**src/design/hsu_pkg.sv**
```systemverilog
`default_nettype none

package hsu_pkg;

  // Default store capacity
  localparam int MAX_ITEMS_DEF = 64;

  // Fixed field widths
  localparam int VALUE_W = 32;
  localparam int POS_W   = 6;

  typedef logic signed [VALUE_W-1:0] value_t;
  typedef logic [POS_W-1:0]          pos_t;

endpackage

`default_nettype wire

```
**src/design/heap_sorter_unit.sv**
```systemverilog
`default_nettype none

// Heap sorter. Pulse start with in_value/in_last while busy is low to hand over
// one element. Loads can come back to back, and busy stays low between loads.
// A transaction with in_last high closes the set: busy rises and the block
// sorts the stored elements with a binary max-heap. Sorting runs on one
// compare unit and a two-read, one-write store. Each sift first reads its
// start node, then at each level reads both children and moves the larger
// one up. The heap is built first, then n-1 extractions follow. Results
// then come out in ascending order, one per cycle, each
// marked by a single-cycle out_valid. The receiver cannot hold results off,
// so it must take every strobe. out_final_res marks the last result of the
// run. out_overflow is set on every result of a run for which elements
// beyond MAX_ITEMS were dropped. busy falls with the last result, so the
// first element of the next set can be handed over in that same cycle. The
// store needs no clearing after reset.
module heap_sorter_unit #(
  parameter int MAX_ITEMS = hsu_pkg::MAX_ITEMS_DEF
) (
  input  wire logic           clk,
  input  wire logic           rst_n,
  input  wire logic           start,
  output logic                busy,
  input  wire hsu_pkg::value_t in_value,
  input  wire logic           in_last,
  output logic                out_valid,
  output hsu_pkg::value_t     out_sorted_value,
  output hsu_pkg::pos_t       out_position,
  output logic                out_final_res,
  output logic                out_overflow
);

  localparam int CW = $clog2(MAX_ITEMS + 1);  // one-based index / count
  localparam int AW = $clog2(MAX_ITEMS);      // store address

  typedef enum logic [2:0] {
    S_IDLE,
    S_LD,
    S_NV,
    S_RD,
    S_CMP,
    S_EXRD,
    S_EXWR,
    S_OUT
  } state_t;

  typedef logic [CW-1:0] idx_t;
  typedef logic [AW-1:0] addr_t;

  state_t            state_r, state_nxt;
  idx_t              count_r, count_nxt;
  logic              drop_r, drop_nxt;
  logic              extract_r, extract_nxt;
  idx_t              k_r, k_nxt;
  idx_t              node_r, node_nxt;
  idx_t              size_r, size_nxt;
  idx_t              oidx_r, oidx_nxt;
  hsu_pkg::value_t   nv_r, nv_nxt;
  logic              out_valid_r, out_valid_nxt;
  hsu_pkg::pos_t     out_pos_r, out_pos_nxt;
  logic              out_final_r, out_final_nxt;
  logic              out_ovf_r, out_ovf_nxt;

  // Store ports
  hsu_pkg::value_t   mem [MAX_ITEMS];
  hsu_pkg::value_t   rd_a_r, rd_b_r;
  addr_t             ra_a, ra_b, wa;
  hsu_pkg::value_t   wd;
  logic              we;

  // Sift helpers
  logic [CW:0]       lc, rc;
  idx_t              node_m1, k_m1, cnt_p1;
  logic              rc_ok, pick_r;
  hsu_pkg::value_t   big_v;
  logic [CW:0]       big_i;
  logic              finish;

  assign lc      = {node_r, 1'b0};
  assign rc      = lc + (CW+1)'(1);
  assign node_m1 = node_r - idx_t'(1);
  assign k_m1    = k_r - idx_t'(1);
  assign cnt_p1  = count_r + idx_t'(1);
  assign rc_ok   = rc <= {1'b0, size_r};
  assign pick_r  = rc_ok && (rd_b_r > rd_a_r);
  assign big_v   = pick_r ? rd_b_r : rd_a_r;
  assign big_i   = pick_r ? rc : lc;

  // Sequencer
  always_comb begin
    state_nxt     = state_r;
    count_nxt     = count_r;
    drop_nxt      = drop_r;
    extract_nxt   = extract_r;
    k_nxt         = k_r;
    node_nxt      = node_r;
    size_nxt      = size_r;
    oidx_nxt      = oidx_r;
    nv_nxt        = nv_r;
    out_valid_nxt = 1'b0;
    out_pos_nxt   = out_pos_r;
    out_final_nxt = out_final_r;
    out_ovf_nxt   = out_ovf_r;
    ra_a          = AW'(k_m1);
    ra_b          = AW'(k_m1);
    wa            = AW'(node_m1);
    wd            = nv_r;
    we            = 1'b0;
    finish        = 1'b0;

    case (state_r)
      S_IDLE: begin
        // Store the element or note the drop
        if (start) begin
          if (count_r < idx_t'(MAX_ITEMS)) begin
            we        = 1'b1;
            wa        = AW'(count_r);
            wd        = in_value;
            count_nxt = cnt_p1;
          end else begin
            drop_nxt = 1'b1;
          end
          if (in_last) begin
            if (count_nxt >= idx_t'(2)) begin
              k_nxt       = count_nxt >> 1;
              extract_nxt = 1'b0;
              state_nxt   = S_LD;
            end else begin
              oidx_nxt  = '0;
              state_nxt = S_OUT;
            end
          end
        end
      end
      S_LD: begin
        // Read the node that starts a build sift
        ra_a      = AW'(k_m1);
        node_nxt  = k_r;
        size_nxt  = count_r;
        state_nxt = S_NV;
      end
      S_NV: begin
        nv_nxt    = rd_a_r;
        state_nxt = S_RD;
      end
      S_RD: begin
        // Fetch both children, or stop at a leaf
        if (lc > {1'b0, size_r}) begin
          finish = 1'b1;
        end else begin
          ra_a      = AW'(lc - (CW+1)'(1));
          ra_b      = AW'(rc - (CW+1)'(1));
          state_nxt = S_CMP;
        end
      end
      S_CMP: begin
        // Move the larger child up, or settle the held value here
        if (big_v > nv_r) begin
          we        = 1'b1;
          wa        = AW'(node_m1);
          wd        = big_v;
          node_nxt  = CW'(big_i);
          state_nxt = S_RD;
        end else begin
          finish = 1'b1;
        end
      end
      S_EXRD: begin
        ra_a      = '0;
        ra_b      = AW'(k_m1);
        state_nxt = S_EXWR;
      end
      S_EXWR: begin
        // Park the maximum at the tail, sift the old tail from the root
        we        = 1'b1;
        wa        = AW'(k_m1);
        wd        = rd_a_r;
        nv_nxt    = rd_b_r;
        node_nxt  = idx_t'(1);
        size_nxt  = k_m1;
        state_nxt = S_RD;
      end
      S_OUT: begin
        // Stream the sorted store out
        ra_a          = AW'(oidx_r);
        out_valid_nxt = 1'b1;
        out_pos_nxt   = hsu_pkg::POS_W'(oidx_r);
        out_final_nxt = oidx_r == (count_r - idx_t'(1));
        out_ovf_nxt   = drop_r;
        if (oidx_r == (count_r - idx_t'(1))) begin
          count_nxt = '0;
          drop_nxt  = 1'b0;
          state_nxt = S_IDLE;
        end else begin
          oidx_nxt = oidx_r + idx_t'(1);
        end
      end
      default: begin
        state_nxt = S_IDLE;
      end
    endcase

    // Write the held value back and advance to the next sift or to the output phase
    if (finish) begin
      we = 1'b1;
      wa = AW'(node_m1);
      wd = nv_r;
      if (!extract_r) begin
        if (k_r == idx_t'(1)) begin
          k_nxt       = count_r;
          extract_nxt = 1'b1;
          state_nxt   = S_EXRD;
        end else begin
          k_nxt     = k_m1;
          state_nxt = S_LD;
        end
      end else begin
        if (k_r == idx_t'(2)) begin
          oidx_nxt  = '0;
          state_nxt = S_OUT;
        end else begin
          k_nxt     = k_m1;
          state_nxt = S_EXRD;
        end
      end
    end
  end

  // State and registered outputs
  always_ff @(posedge clk) begin
    if (!rst_n) begin
      state_r     <= S_IDLE;
      count_r     <= '0;
      drop_r      <= 1'b0;
      out_valid_r <= 1'b0;
    end else begin
      state_r     <= state_nxt;
      count_r     <= count_nxt;
      drop_r      <= drop_nxt;
      out_valid_r <= out_valid_nxt;
    end
    extract_r   <= extract_nxt;
    k_r         <= k_nxt;
    node_r      <= node_nxt;
    size_r      <= size_nxt;
    oidx_r      <= oidx_nxt;
    nv_r        <= nv_nxt;
    out_pos_r   <= out_pos_nxt;
    out_final_r <= out_final_nxt;
    out_ovf_r   <= out_ovf_nxt;
  end

  // Heap store
  always_ff @(posedge clk) begin
    if (we) begin
      mem[wa] <= wd;
    end
    rd_a_r <= mem[ra_a];
    rd_b_r <= mem[ra_b];
  end

  assign busy             = state_r != S_IDLE;
  assign out_valid        = out_valid_r;
  assign out_sorted_value = rd_a_r;
  assign out_position     = out_pos_r;
  assign out_final_res    = out_final_r;
  assign out_overflow     = out_ovf_r;

  // Checks
  a_count_cap: assert property (@(posedge clk) disable iff (!rst_n)
    count_r <= idx_t'(MAX_ITEMS))
    else $error("element count above capacity");

  a_valid_from_out: assert property (@(posedge clk) disable iff (!rst_n)
    out_valid |-> $past(state_r == S_OUT))
    else $error("result strobe outside the output phase");

  a_last_starts: assert property (@(posedge clk) disable iff (!rst_n)
    (start && !busy && in_last) |=> busy)
    else $error("closing transaction did not start a sort");

  // A new set may already load one element alongside the final result
  a_final_ends: assert property (@(posedge clk) disable iff (!rst_n)
    (out_valid && out_final_res) |=> (!out_valid && count_r <= idx_t'(1) && !drop_r))
    else $error("run did not end after its final result");

  a_idle_write: assert property (@(posedge clk) disable iff (!rst_n)
    (state_r == S_IDLE && we) |-> start)
    else $error("store written while idle without a transaction");

endmodule

`default_nettype wire

```
**config.mk**
```make
export PLATFORM = sky130hd
export DESIGN_NAME = heap_sorter_unit
export DESIGN_NICKNAME = d
export VERILOG_FILES = /design/src/design/hsu_pkg.sv /design/src/design/heap_sorter_unit.sv
export SDC_FILE = /design/constraint.sdc
export NUM_CORES = 2
export LEC_CHECK = 0
export ABC_AREA = 1
export ABC_CLOCK_PERIOD_IN_PS = 7300
export BUFFER_PORTS_ARGS = -buffer_cell sky130_fd_sc_hd__buf_2
export CORE_AREA = 4 4 548 550
export DETAILED_ROUTE_END_ITERATION = 16
export DIE_AREA = 0 0 552 554
export PLACE_DENSITY_LB_ADDON = 0.3
export SLEW_MARGIN = 20
export SYNTH_ARGS = -nofsm -noshare
export SYNTH_HDL_FRONTEND = slang
export SYNTH_SLANG_ARGS = --single-unit
```
**constraint.sdc**
```tcl
create_clock -name clk -period 7.3 [get_ports clk]
set_input_delay 0.365 -clock clk [delete_from_list [all_inputs] [get_ports clk]]
set_output_delay 0.365 -clock clk [all_outputs]
set_load 0.005 [all_outputs]
```
==> run_results.csv <==
group,metric,value,unit
final_layout,utilization,44.30,%
clock_tree,cts.sinks,2193,
logic_synthesis,avgSynthCellArea,9.049,µm²
timing,whs,0.1587,ns
logic_synthesis,synth-seq-area-share,55.11,%
timing,fin_crit,6.822,ns
clock_tree,worstSkewPairLatency,0.88,ns
final_layout,drive_above_1_share,6.814,%
timing,grt_setup_unrepaired,"false",
worst_setup_path,crit_path_max_fanout,23,
global_routing,grt_pass1_vias,92190,
worst_setup_path,worstSetupPathType,"register to register",
worst_setup_path,endpoint_kind,"register",
logic_synthesis,synth_edf_count,2102,
logic_synthesis,syn_inst,13020,
floorplan,core.rowCount,200,
worst_setup_path,cpMostUsedCell,"nand2_1",
worst_setup_path,slowest_stage,"buf_4",
logic_synthesis,synthFlopType,"edfxtp_1",
timing,tightestPinTransition,1.228,ns
logic_synthesis,synth_fp_nets,13140,
timing,relSlewSlack,17.25,%
timing,hold_violations,0,
floorplan,coreArea,0.2958,mm²
global_routing,grt_max_degree,199,
floorplan,start_util,39.84,%
place,hpwlAfterDp,252800,µm
clock_tree,root_buffer,"clkbuf_16",
place,place.gp.congestion,0.9225,
global_routing,grt_pass1_wl,628800,µm
worst_setup_path,max_stage_delay,0.53,ns
drt,drt.antenna.violating_nets,0,
timing,fin_setup_tns,0,ns
final_layout,finalInstanceArea,0.1310,mm²
place,numPortBuffers,77,
timing,slew_violations,0,
worst_hold_path,hold_class,"primary input to register",
run_status,outcome,"finished clean",
final_layout,area_growth,11.18,%
floorplan,die_w,552,µm
clock_tree,htreeDepth,4,
timing,max_freq,0.1466,GHz
logic_synthesis,yosys_warnings,0,
timing,setup_viol,0,
drt,dr.pass1.iters,9,
clock_tree,cts_tree,"done",
global_routing,overflow,0,
drt,vias,99820,
timing,final.period_utilization,93.45,%
drt,drc,0,
logic_synthesis,synthDistinctLibCells,40,
drt,drt-wirelength-per-cell,25.59,µm
worst_setup_path,start_kind,"register",
floorplan,die_area,0.3058,mm²
logic_synthesis,postSynth.asyncResetShare,0,%
global_routing,antenna_found_initial,27,
clock_tree,cts_max_path_buffers,3,
floorplan,ios,78,
clock_tree,clk_pin_slew,0.06,ns
worst_setup_path,critical_path_required,7.80,ns
logic_synthesis,synth-seq-cells,2193,
floorplan,fp.dieH,554,µm
drt,finalWirelength,429700,µm
run,maxCapViolations,0,
drt,viasPerCell,5.944,
place,dpl_cell_area,0.1233,mm²
global_routing,grt_usage,27.11,%
worst_setup_path,worstPathArrival,7.32,ns
logic_synthesis,synthesis.area,0.1178,mm²
clock_tree,cts_buffers,237,
final_layout,final_nets,12750,
timing,skew,0.03428,ns
drt,drt_iter0_drc,13980,
## registers in the layout, summed over array words and instances (netlist names)
| register | cells |
|---|---|
| state_r | 3 |
| drop_r | 1 |
| size_r | 7 |
| nv_r | 32 |
| out_position | 6 |
| out_final_res | 1 |
| node_r | 7 |
| oidx_r | 7 |
| extract_r | 1 |
| count_r | 7 |
| out_sorted_value | 32 |
| k_r | 7 |
| out_overflow | 1 |
| out_valid | 1 |
| mem | 2048 |
| rd_b_r | 32 |
## path summary, 6_finish.rpt
| check | cells after the start | to | slack (ns) | start |
|---|---|---|---|---|
| worst max-delay path | 32 | mem[17][25]$_DFFE_PP_ | 0.48 | out_sorted_value[24]$_DFF_P_ |
| worst min-delay path | 5 | k_r[2]$_DFF_P_ | 0.16 | in_last |
| worst max register to register | 32 | mem[17][25]$_DFFE_PP_ | 0.48 | out_sorted_value[24]$_DFF_P_ |
| worst min register to register | 0 | out_overflow$_DFFE_PP_ | 0.44 | drop_r$_SDFFE_PN0P_ |
## cells by family after synthesis
family,Yosys count,share of synthesized area (%)
buf+inv,2630,8.816
flops,2193,55.11
simple gates,6746,27.21
compound gates,1358,7.902
xor+xnor,18,0.1338
fa+ha+maj,78,0.8281
## cell type report
type | instances | area, µm²
multi-input cells | 8200 | 43410
diodes | 13 | 32.53
fillers | 28100 | 164800
flip-flops and latches | 2193 | 64940
clock buffers | 308 | 6354
well taps | 3939 | 4928
clock inverters | 132 | 1254
inverters | 1599 | 6040
repair buffers | 409 | 4060
## metrics by stage
stage | std cells | setup slack [ns]
after floorplan | 13020 | 1.315
after global placement | 16340 | 0.2211
after detailed placement | 16340 | 0.2337
after CTS | 16780 | 0.2176
after global routing | 16780 | 0.1561
final | 16790 | 0.4780
## timing repair
| action | CTS | global route |
|---|---|---|
| hold buffers | 1 | 0 |
| hold endpoints to repair | 12 | 0 |
| setup buffers | 0 | 1 |
| gates resized for setup | 0 | 2 |
| setup endpoints to repair | 0 | 323 |
## cell usage in the layout (no fill, tap or decap), types with 3 or more instances in the layout
| cell | netlist | layout |
|---|---|---|
| o211ai_1 | 980 | 980 |
| o21ai_0 | 255 | 254 |
| nand4_1 | 45 | 45 |
| buf_4 | 4 | 236 |
| nor2_1 | 240 | 142 |
| inv_1 | 1587 | 1582 |
| ha_1 | 78 | 78 |
| clkinv_2 | 0 | 47 |
| clkbuf_1 | 473 | 61 |
| nand3_1 | 3118 | 3118 |
| a21oi_1 | 88 | 84 |
| inv_2 | 10 | 8 |
| nand2_1 | 2606 | 2603 |
| clkinv_1 | 2 | 52 |
| a21oi_4 | 0 | 4 |
| buf_12 | 0 | 94 |
| inv_6 | 0 | 4 |
| inv_4 | 0 | 3 |
| o21ai_4 | 0 | 4 |
| dfxtp_1 | 91 | 91 |
| inv_8 | 0 | 4 |
| bufinv_16 | 0 | 24 |
| xor2_1 | 13 | 13 |
| clkinvlp_4 | 0 | 4 |
| xnor2_1 | 5 | 5 |
| edfxtp_1 | 2102 | 2102 |
| buf_2 | 402 | 77 |
| nand2_2 | 4 | 3 |
| nor2_4 | 2 | 101 |
| a211oi_1 | 5 | 5 |
| nor3_1 | 12 | 12 |
| clkbuf_8 | 0 | 5 |
| nand3b_1 | 705 | 705 |
| nor4_1 | 3 | 3 |
| o22ai_1 | 14 | 14 |
| diode_2 | 0 | 13 |
| clkbuf_16 | 0 | 242 |
| a22oi_1 | 5 | 5 |
## worst max-delay path, delay by kind of cell, from the launching register on
| kind | cells | cell delay [ns] |
|---|---|---|
| DFF | 1 | 0.34 |
| adders and majority gates | 2 | 0.65 |
| buffers and inverters | 8 | 1.72 |
| and+or+nand+nor | 22 | 3.68 |
## layer usage
metal | routed length, µm | GRT usage [%]
met5 | 128 | 0
met1 | 169400 | 37.00
met4 | 18640 | 10.92
met2 | 185500 | 40.56
met3 | 55970 | 7.741
## synthesized netlist by cell type, drive strengths merged, types with 45 or more instances
| cell | number | share of area (%) |
|---|---|---|
| a21oi | 88 | 0.37 |
| buf | 558 | 2.2 |
| clkbuf | 473 | 1.5 |
| dfxtp | 91 | 1.5 |
| edfxtp | 2102 | 54 |
| ha | 78 | 0.83 |
| inv | 1597 | 5.1 |
| nand2 | 2610 | 8.3 |
| nand3 | 3121 | 13 |
| nand3b | 705 | 4.5 |
| nand4 | 45 | 0.24 |
| nor2 | 245 | 0.80 |
| o211ai | 980 | 6.2 |
| o21ai | 258 | 1.1 |
Power is not shown: default switching activity piles up to over one toggle a cycle in this logic, so the estimate is an artifact.
